==> src/sv/kbs_div.sv <==
`timescale 1ns / 1ps

// Restoring unsigned divider, one quotient bit per cycle.
module kbs_div #(
  parameter int NW = 34,
  parameter int DW = 18
) (
  input  logic          clk,
  input  logic          rst,
  input  logic          start,
  input  logic [NW-1:0] num,
  input  logic [DW-1:0] den,
  output logic          done,
  output logic [NW-1:0] quot
);

  localparam int KW = $clog2(NW + 1);

  logic [DW:0]   rem;
  logic [DW-1:0] d;
  logic          busy;
  logic [KW-1:0] cnt;
  logic [DW:0]   rem_sh;
  logic [DW:0]   diff;

  assign rem_sh = {rem[DW-1:0], quot[NW-1]};
  assign diff   = rem_sh - {1'b0, d};

  // Shift in one numerator bit and try the subtract
  always_ff @(posedge clk) begin
    if (rst) begin
      busy <= 1'b0;
      done <= 1'b0;
      cnt  <= '0;
    end else begin
      done <= 1'b0;
      if (start) begin
        busy <= 1'b1;
        cnt  <= '0;
        rem  <= '0;
        d    <= den;
        quot <= num;
      end else if (busy) begin
        if (!diff[DW]) begin
          rem  <= diff;
          quot <= {quot[NW-2:0], 1'b1};
        end else begin
          rem  <= rem_sh;
          quot <= {quot[NW-2:0], 1'b0};
        end
        cnt <= cnt + 1'b1;
        if (cnt == KW'(NW - 1)) begin
          busy <= 1'b0;
          done <= 1'b1;
        end
      end
    end
  end

endmodule

==> config.mk <==
export PLATFORM = sky130hd
export DESIGN_NAME = kbs_div
export DESIGN_NICKNAME = d
export VERILOG_FILES = /design/src/sv/kbs_div.sv
export SDC_FILE = /design/constraint.sdc
export NUM_CORES = 1
export LEC_CHECK = 0
export BUFFER_PORTS_ARGS = -buffer_cell sky130_fd_sc_hd__buf_2
export CAP_MARGIN = 20
export CORE_UTILIZATION = 30
export CTS_CLUSTER_DIAMETER = 150
export DETAILED_ROUTE_END_ITERATION = 8
export PLACE_DENSITY = 0.55
export SKIP_LAST_GASP = 1
export SYNTH_ARGS = -nofsm -noshare
export SYNTH_HDL_FRONTEND = slang
export SYNTH_SLANG_ARGS = --single-unit
==> constraint.sdc <==
create_clock -name clk -period 9.1 [get_ports clk]
set_clock_uncertainty 0.2 [all_clocks]
set_input_delay 0.91 -clock clk [delete_from_list [all_inputs] [get_ports clk]]
set_output_delay 0.91 -clock clk [all_outputs]
set_load 0.01 [all_outputs]
==> flow_summary_export.csv <==
group,metric,value,unit
synthesis,syn_inst,358,
global_route,grt_antenna_before_repair,0,
synthesis,synth_area_leaders,"edfxtp_1, mux2_2, ha_1",
layout,n_antenna_cell,0,
setup_path,cp.required,8.98,ns
floorplan,dieArea,0.0147,mm²
synthesis,synth.distinct_cells,51,
clock_tree,clock-root-buffer,"clkbuf_16",
global_route,grt_max_degree,51,
drt,wl,9.71,mm
layout,final_common_cell,"buf_2",
timing,fin_tns_setup,0,ns
timing,setup_viol,0,
clock_tree,holdBufCountCts,0,
pwr,power,1.02,mW
synthesis,synth-edff-count,70,
setup_path,crit_buf_inv,2,
synthesis,yosys.area_share.simple,7.02,%
setup_path,start_kind,"flip-flop",
setup_path,worst_path_max_delay_cell,"o211a_1",
setup_path,path_class,"flip-flop to flip-flop",
timing,finalCritPeriodShare,36.9,%
drt,wl_met2,4.34,mm
drt,ant_nets,0,
drt,dr_wl_met3,604,µm
drt,drt_iter0_drc,208,
drt,vias,3099,
synthesis,yosysTopAreaCell,"edfxtp_1",
global_route,grt_pass1_wl,15.9,mm
synthesis,synth_seq_cells,78,
synthesis,synth_adder_area_share,6.32,%
layout,area.growth.synth_to_final,21.3,%
synthesis,yosysSeqAreaShare,52.9,%
clock_tree,cts.clk_slew.worst_paths,0.06,ns
synthesis,synth-compound-area-share,17.3,%
drt,dr.pass1.iters,5,
floorplan,num_io_pins,90,
layout,n_fill_cell,1407,
synthesis,synth_flop_cell,"edfxtp_1",
timing,fmax,298,MHz
floorplan,num_rows,43,
hold_path,hold_class,"flip-flop to flip-flop",
layout,drive_above_1_share,34.6,%
clock_tree,cts_buffer_depth,2,
floorplan,die_w,121,µm
run_status,status,"completed",
timing,fin_crit,3.36,ns
drt,wl_per_cell,15.4,µm
clock_tree,cts_setup_buffers,0,
timing,max_slew_margin,51.1,%
pwr,peakVddDrop,0.102,mV
setup_path,setup.worst_path.end_class,"flip-flop",
pwr,p_leak,2.12,nW
clock_tree,cts_resized,0,
clock_tree,tritoncts,"built",
setup_path,crit_fanout,18,
synthesis,syn-num-nets,434,
setup_path,path_common_cell,"inv_1",
drt,vias_per_cell,4.91,
setup_path,crit_chain,"inv_1 > ha_1 > inv_1 > fa_1 > a211oi_2 > o211ai_2 > a21boi_1 > o211a_1 > nor2_4 > a31o_2",
floorplan,fp.coreArea,0.0139,mm²
clock_tree,cts_made_buffers,9,
placement,dp_hpwl,7.15,mm
timing,fin_hold_ws,0.314,ns
layout,regArea,0.00226,mm²
clock_tree,htreeDepth,3,
synthesis,synth_top_family_by_area,"compound AO/OA/AOI/OAI gates",
clock_tree,clk_latency,0.33,ns
pwr,powerDensity,197,mW/mm²
global_route,grtUsageTotal,13.9,%
floorplan,initial_utilization,30.8,%
synthesis,syn_avg_cell_area,11.9,µm²
placement,gp_congestion,0.843,
synthesis,synth-xor-area-share,3.28,%
synthesis,synth_area,0.00428,mm²
setup_path,worstPathArrival,3.24,ns
drt,drc,0,
layout,multiInputGateArea,0.00183,mm²
timing,worstMarginPinSlew,0.732,ns
global_route,overflow,0,
drt,routed.top_layer,"met4",
timing,slew_viol_final,0,
synthesis,synth_warnings,0,
setup_path,cp_top_family,"compound AO/OA/AOI/OAI gates",
synthesis,synthMuxAreaShare,8.69,%
setup_path,max_stage_delay,0.62,ns
floorplan,die-height,121,µm
global_route,grt_pass1_vias,3216,
clock_tree,cts.sinks,78,
placement,place.port_buffers,89,
layout,nNetsFinal,522,
synthesis,synthArstFlopShare,0,%
layout,finish.utilization,37.4,%
drt,met1_length,4.66,mm
job,cap_violations,0,
timing,grt_setup_unrepaired,"false",
layout,layout_common_cells,"buf_2, edfxtp_1, mux2_2",
synthesis,synth_top_area_share,49.2,%
timing,hold_viol,0,
==> cells by family (layout without fill, tap and decap cells) <==
group | Yosys count | count (layout)
simple gates | 62 | 62
flops | 78 | 78
buf+inv | 44 | 137
xor+xnor | 16 | 16
mux | 33 | 33
compound gates | 104 | 104
fa+ha+maj | 21 | 21
==> final timing paths <==
check        cells past startpoint              endpoint  slack (ns)                start
max                             10  rem[7]$_SDFFCE_PP0P_        5.74   quot[33]$_DFFE_PP_
min                              2   cnt[5]$_SDFFE_PP0P_        0.31  cnt[5]$_SDFFE_PP0P_
max reg2reg                     10  rem[7]$_SDFFCE_PP0P_        5.74   quot[33]$_DFFE_PP_
min reg2reg                      2   cnt[5]$_SDFFE_PP0P_        0.31  cnt[5]$_SDFFE_PP0P_
==> layer usage <==
metal | global-route usage (%) | vias to the layer above
met5 | 0 | -
met4 | 4.63 | 0
met3 | 4.14 | 8
met2 | 21.8 | 87
met1 | 18.2 | 1467
li1 | - | 1537
==> where the power goes <==
group	switching [mW]	leakage (nW)	internal, mW
combinational	0.134	1.25	0.0959
sequential	0.0146	0.734	0.426
clock	0.138	0.136	0.211
==> worst register-to-register path, delay by kind of cell, from the launching register on <==
| family | cells | cell delay [ns] |
|---|---|---|
| and+or+nand+nor | 1 | 0.17 |
| DFF | 1 | 0.41 |
| buffers and inverters | 2 | 0.13 |
| adders and majority gates | 2 | 0.58 |
| AOI/OAI and AO/OA | 5 | 1.63 |
==> cell type report <==
type	count	share of cell area, %
clock inverter	6	1.21
sequential	78	43.6
inverter	29	2.10
tap	180	4.34
clock buffer	10	4.41
timing repair buffer	92	9.02
multi-input combinational	236	35.3
==> flip-flops by register name, summed over array words and instances, names as in the netlist <==
name	cells
quot	34
d	18
rem	18
cnt	6
busy	1
done	1
==> through the flow <==
stage / cells / cell area [µm²] / worst slack, ns
finish: 631 / 5190 / 5.74
global route: 631 / 5190 / 5.54
CTS: 631 / 5190 / 5.72
detailed placement: 615 / 4890 / 5.33
global placement: 615 / 4890 / 5.43
floorplan: 358 / 4280 / 4.58
==> cells in the mapped netlist (all sizes together) (5+ instances only) <==
library cell	n
edfxtp	70
xor2	5
o211a	7
xnor2	11
buf	10
o21ai	17
mux2	33
a211oi	13
nand3	12
o211ai	9
nor2	18
nor3	5
a31o	5
clkbuf	5
a21oi	31
nand2	13
ha	20
inv	28
dfxtp	8
Note: power is estimated with default switching activity, not from simulation.
