### src/sv/kbs_pkg.sv
`timescale 1ns / 1ps

package kbs_pkg;

  // Action codes carried in tuser
  localparam logic [1:0] ACT_ADVANCE = 2'd0;
  localparam logic [1:0] ACT_CONTROL = 2'd1;
  localparam logic [1:0] ACT_RESTART = 2'd2;

  // Configuration register indexes
  localparam logic [2:0] REG_START_X       = 3'd0;
  localparam logic [2:0] REG_START_Y       = 3'd1;
  localparam logic [2:0] REG_START_SPEED   = 3'd2;
  localparam logic [2:0] REG_START_HEADING = 3'd3;
  localparam logic [2:0] REG_START_ACCEL   = 3'd4;
  localparam logic [2:0] REG_INV_WHEELBASE = 3'd5;

  // Angles in radians scaled by 2^24
  localparam logic signed [27:0] COR_PI      = 28'sd52707179;
  localparam logic signed [27:0] COR_HALF_PI = 28'sd26353589;
  localparam logic signed [35:0] WRAP_PI     = 36'sd52707179;
  localparam logic signed [35:0] WRAP_TWO_PI = 36'sd105414358;

  // CORDIC start value: inverse gain in Q30
  localparam int CORDIC_GAIN_Q30 = 652032874;

  localparam logic [22:0]        SPEED_MAX = 23'd6553600;
  localparam logic signed [17:0] STEER_MAX = 18'sd65536;
  localparam logic [17:0]        IWB_RESET = 18'd23406;

  // Arctangent of 2^-i, radians scaled by 2^24
  function automatic logic [23:0] atan_entry(input logic [4:0] idx);
    logic [23:0] val;
    case (idx)
      5'd0:  val = 24'd13176795;
      5'd1:  val = 24'd7778716;
      5'd2:  val = 24'd4110060;
      5'd3:  val = 24'd2086331;
      5'd4:  val = 24'd1047214;
      5'd5:  val = 24'd524117;
      5'd6:  val = 24'd262123;
      5'd7:  val = 24'd131069;
      5'd8:  val = 24'd65536;
      5'd9:  val = 24'd32768;
      5'd10: val = 24'd16384;
      5'd11: val = 24'd8192;
      5'd12: val = 24'd4096;
      5'd13: val = 24'd2048;
      5'd14: val = 24'd1024;
      5'd15: val = 24'd512;
      5'd16: val = 24'd256;
      5'd17: val = 24'd128;
      5'd18: val = 24'd64;
      5'd19: val = 24'd32;
      5'd20: val = 24'd16;
      5'd21: val = 24'd8;
      5'd22: val = 24'd4;
      5'd23: val = 24'd2;
      default: val = 24'd0;
    endcase
    return val;
  endfunction

endpackage

### src/sv/kbs_cordic.sv
`timescale 1ns / 1ps

// Rotation-mode CORDIC, one micro-rotation per cycle.
module kbs_cordic #(
  parameter int STEPS     = 16,
  parameter int FRAC_BITS = 16
) (
  input  logic                       clk,
  input  logic                       rst,
  input  logic                       start,
  input  logic signed [27:0]         angle,
  output logic                       done,
  output logic signed [FRAC_BITS+2:0] cos_out,
  output logic signed [FRAC_BITS+2:0] sin_out
);

  localparam int CW = FRAC_BITS + 3;
  localparam int IW = $clog2(STEPS + 1);
  localparam logic signed [CW-1:0] X0 = CW'(kbs_pkg::CORDIC_GAIN_Q30 >> (30 - FRAC_BITS));

  logic signed [CW-1:0] x;
  logic signed [CW-1:0] y;
  logic signed [27:0]   z;
  logic                 flip;
  logic                 busy;
  logic [IW-1:0]        cnt;
  logic signed [27:0]   step_ang;

  assign step_ang = 28'(kbs_pkg::atan_entry(5'(cnt)));

  // Fold the angle into the right half plane, then rotate
  always_ff @(posedge clk) begin
    if (rst) begin
      busy <= 1'b0;
      done <= 1'b0;
      cnt  <= '0;
    end else begin
      done <= 1'b0;
      if (start) begin
        busy <= 1'b1;
        cnt  <= '0;
        x    <= X0;
        y    <= '0;
        if (angle > kbs_pkg::COR_HALF_PI) begin
          z    <= angle - kbs_pkg::COR_PI;
          flip <= 1'b1;
        end else if (angle < -kbs_pkg::COR_HALF_PI) begin
          z    <= angle + kbs_pkg::COR_PI;
          flip <= 1'b1;
        end else begin
          z    <= angle;
          flip <= 1'b0;
        end
      end else if (busy) begin
        if (z >= 0) begin
          x <= x - (y >>> cnt);
          y <= y + (x >>> cnt);
          z <= z - step_ang;
        end else begin
          x <= x + (y >>> cnt);
          y <= y - (x >>> cnt);
          z <= z + step_ang;
        end
        cnt <= cnt + 1'b1;
        if (cnt == IW'(STEPS - 1)) begin
          busy <= 1'b0;
          done <= 1'b1;
        end
      end
    end
  end

  assign cos_out = flip ? -x : x;
  assign sin_out = flip ? -y : y;

endmodule

### config.mk
export PLATFORM = sky130hd
export DESIGN_NAME = kbs_cordic
export DESIGN_NICKNAME = d
export VERILOG_FILES = /design/src/sv/kbs_pkg.sv /design/src/sv/kbs_cordic.sv
export SDC_FILE = /design/constraint.sdc
export NUM_CORES = 1
export LEC_CHECK = 0
export ABC_AREA = 1
export CORE_MARGIN = 2
export CORE_UTILIZATION = 30
export CTS_CLUSTER_SIZE = 25
export DETAILED_ROUTE_END_ITERATION = 8
export DONT_BUFFER_PORTS = 1
export HOLD_SLACK_MARGIN = 0.05
export PLACE_DENSITY_LB_ADDON = 0.08
export SYNTH_ARGS = -nofsm -noshare
export SYNTH_HDL_FRONTEND = slang
export SYNTH_SLANG_ARGS = --single-unit
### constraint.sdc
create_clock -name clk -period 7.9 [get_ports clk]
set_clock_uncertainty 0.15 [all_clocks]
set_input_delay 0.395 -clock clk [delete_from_list [all_inputs] [get_ports clk]]
set_output_delay 0.395 -clock clk [all_outputs]
set_load 0.01 [all_outputs]
==> flow_metrics.env <==
export IMPL_place_congestion=0.901
export IMPL_antenna_found_initial=0
export IMPL_dieArea_um2=44800
export IMPL_tightest_slew_ns=0.773
export IMPL_grt_pass1_vias=12961
export IMPL_grt_max_degree=52
export IMPL_arrival_ns=5.06
export IMPL_die_height_um=212
export IMPL_synth_xor_area_share_pct=7.65
export IMPL_crit_path_start_kind="flip-flop"
export IMPL_cap_violations=0
export IMPL_dr_pass1_iters=7
export IMPL_p_leak_nw=6.37
export IMPL_layout_common_cells="nand2_1, inv_1, nor2_1"
export IMPL_regToRegSetupSlack_ns=2.83
export IMPL_yosysTopAreaCellShare_pct=17.9
export IMPL_synth_edf_count=67
export IMPL_ys_top_cells_by_area="nand2_1, edfxtp_1, ha_1, nand3_1, o21ai_0"
export IMPL_n_antenna_cell=0
export IMPL_synth_top_family_by_area="simple AND/OR/NAND/NOR gates"
export IMPL_hold_class="in2reg"
export IMPL_ios=70
export IMPL_cts_buffer_depth=2
export IMPL_drc_errors=0
export IMPL_min_period_ns=5.07
export IMPL_viasPerCell=5.16
export IMPL_r2r_cells=27
export IMPL_clkSinkCount=98
export IMPL_numPortBuffers=0
export IMPL_final_hold_violation_count=0
export IMPL_hold_slack_ns=0.0934
export IMPL_yosysWarnings=0
export IMPL_p_per_area_nw_per_um2=214
export IMPL_rr_endpoint="y[13]"
export IMPL_cp_startpoint="cnt[1]"
export IMPL_gr_total_overflow=0
export IMPL_initial_core_util_pct=30.2
export IMPL_final_core_util_pct=31.9
export IMPL_status="complete, no violations"
export IMPL_drive_above_1_share_pct=4.10
export IMPL_drt_wl_total_mm=45.6
export IMPL_final_cell_area_um2=13600
export IMPL_min_from="angle[14]"
export IMPL_hold_depth=2
export IMPL_numCtsBuffers=9
export IMPL_clkLatencyLatePin_ns=0.39
export IMPL_row_count=76
export IMPL_dr_first_iter_drc_count=1001
export IMPL_peakVddDrop_v=0.000101
export IMPL_critPathMaxFanout=42
export IMPL_post_dp_hpwl_mm=35.5
export IMPL_seq_area_frac_synth_pct=20.3
export IMPL_rsz0062_at_grt="no"
export IMPL_h_tree_depth=3
export IMPL_finalCritPeriodShare_pct=64.2
export IMPL_grt_pass1_wl_mm=72.1
export IMPL_synth_nets=2237
export IMPL_cts_tree="done"
export IMPL_syn_avg_cell_area_um2=6.10
export IMPL_reg2reg_from="cnt[1]"
export IMPL_synth_cell_type_count=60
export IMPL_max_freq_ghz=0.197
export IMPL_crit_path_end_kind="flip-flop"
export IMPL_ant_nets=0
export IMPL_synth_compound_area_share_pct=18.1
export IMPL_grtUsageTotal_pct=20.5
export IMPL_min_to="z[14]"
export IMPL_critPathKind="reg2reg"
export IMPL_layout_commonest_cell="nand2_1"
export IMPL_ys_flop_type="edfxtp_1"
export IMPL_muxShareOfSynthArea_pct=0.0774
export IMPL_finalSetupViolCount=0
export IMPL_wire_per_inst_um=17.4
export IMPL_max_slew_margin_rel_pct=48.3
export IMPL_placed_area_um2=13300
export IMPL_clk_pin_slew_ns=0.08
export IMPL_finalNetCount=2185
export IMPL_yosys_area_top_type="nand2_1"
export IMPL_die_w_um=212
export IMPL_netlist_instances=2122
export IMPL_critPathRequiredTime_ns=7.89
export IMPL_setup_tns_final_ns=0
export IMPL_clock_root_buffer="clkbuf_16"
export IMPL_areaGrowthSynthToFinish_pct=5.43
export IMPL_core_um2=42800
export IMPL_synth_area_um2=12900
export IMPL_fin_total_pwr_mw=2.92
export IMPL_synthArstFlopShare_pct=0
export IMPL_synth_fa_ha_area_share_pct=8.30
export IMPL_via_count=13533
export IMPL_slew_violations=0
export IMPL_cts_resized=0
export IMPL_synth_simple_area_share_pct=35.8
export IMPL_yosys_register_bits=98
per-layer routing:
layer  track usage (%)  vias up  part of all wire, %
met3              2.55       36                  3.5
met2              35.9      287                   48
met4              5.17        0                  1.8
met5                 0        -                    0
li1                  -     6938                    -
met1              26.7     6272                   46
worst max-delay path: stages, from the launching register on:
cell and delay (ns):
dfxtp_1 0.31, buf_4 0.39, inv_2 0.36, nand3_1 0.21, nand2_1 0.06, nand2_1 0.05, nand2_1 0.12, nand2_1 0.08
nand2_1 0.05, nand2_1 0.07, nand3_2 0.11, inv_1 0.14, ha_1 0.18, nand4_1 0.11, nor2_2 0.17, nor2_1 0.07
xor2_1 0.14, inv_1 0.07, ha_1 0.33, nand2_1 0.06, inv_1 0.05, a21oi_1 0.08, o21ai_0 0.44, a21boi_0 0.24
o21ai_0 0.36, a21boi_0 0.17, o21ai_0 0.18, a21oi_1 0.05
area by class of cell:
class	count	area [um^2]
clock inverters	7	78.8
repair buffers	13	105
fillers	4839	29100
multi-input cells	1722	9070
well taps	546	683
flip-flops and latches	98	2630
clock buffers	9	225
inverters	226	851
flip-flops by register name, indices dropped and copies added (netlist names):
signal and count:
done 1, busy 1, cnt 5, flip 1
z 28, y 19, step_ang 24, x 19
worst max-delay path by stage:
stage,cells past startpoint,slack (ns),endpoint
finish,27,2.83,y[13]
global route,27,2.25,y[13]
CTS,27,2.89,y[13]
detailed placement,27,2.93,y[13]
global placement,22,3.11,x[16]
floorplan,3,3.09,x[0]
cell usage after synthesis (12+ instances only):
cell type	count
clkbuf_1	25
nand4_1	17
xnor2_1	35
nor2_1	197
dfxtp_1	31
a21oi_1	152
o21ai_0	162
o21ai_1	26
nor3_1	31
inv_1	212
nand2_2	13
ha_1	81
nor4_1	15
buf_2	30
a31oi_1	12
nand2_1	618
edfxtp_1	67
xor2_1	78
nand3_1	166
timing repair:
item / 4_1_cts / 5_1_grt
hold endpoints to repair: 9 / 0
hold buffers: 3 / 0
buffers inserted: 0 / 0
cell families (layout without fill, tap and decap cells):
family | after synthesis | count (layout)
AOI/OAI and AO/OA | 427 | 427
xor gates and xnor gates | 113 | 113
adders and majority gates | 84 | 84
buffers and inverters | 302 | 255
DFF | 98 | 98
muxes | 1 | 1
and+or+nand+nor | 1097 | 1097
stage by stage:
step                std cells  setup WS, ns
floorplan                2122          3.09
global placement         2602          3.11
detailed placement       2602          2.93
CTS                      2621          2.89
global route             2621          2.25
finish                   2621          2.83
report_power, final:
group | internal (mW) | leakage (nW) | switching (mW)
Sequential | 0.654 | 0.896 | 0.122
Clock | 0.227 | 0.149 | 0.263
Combinational | 0.564 | 5.32 | 1.09
(Power assumes the default switching activity.)
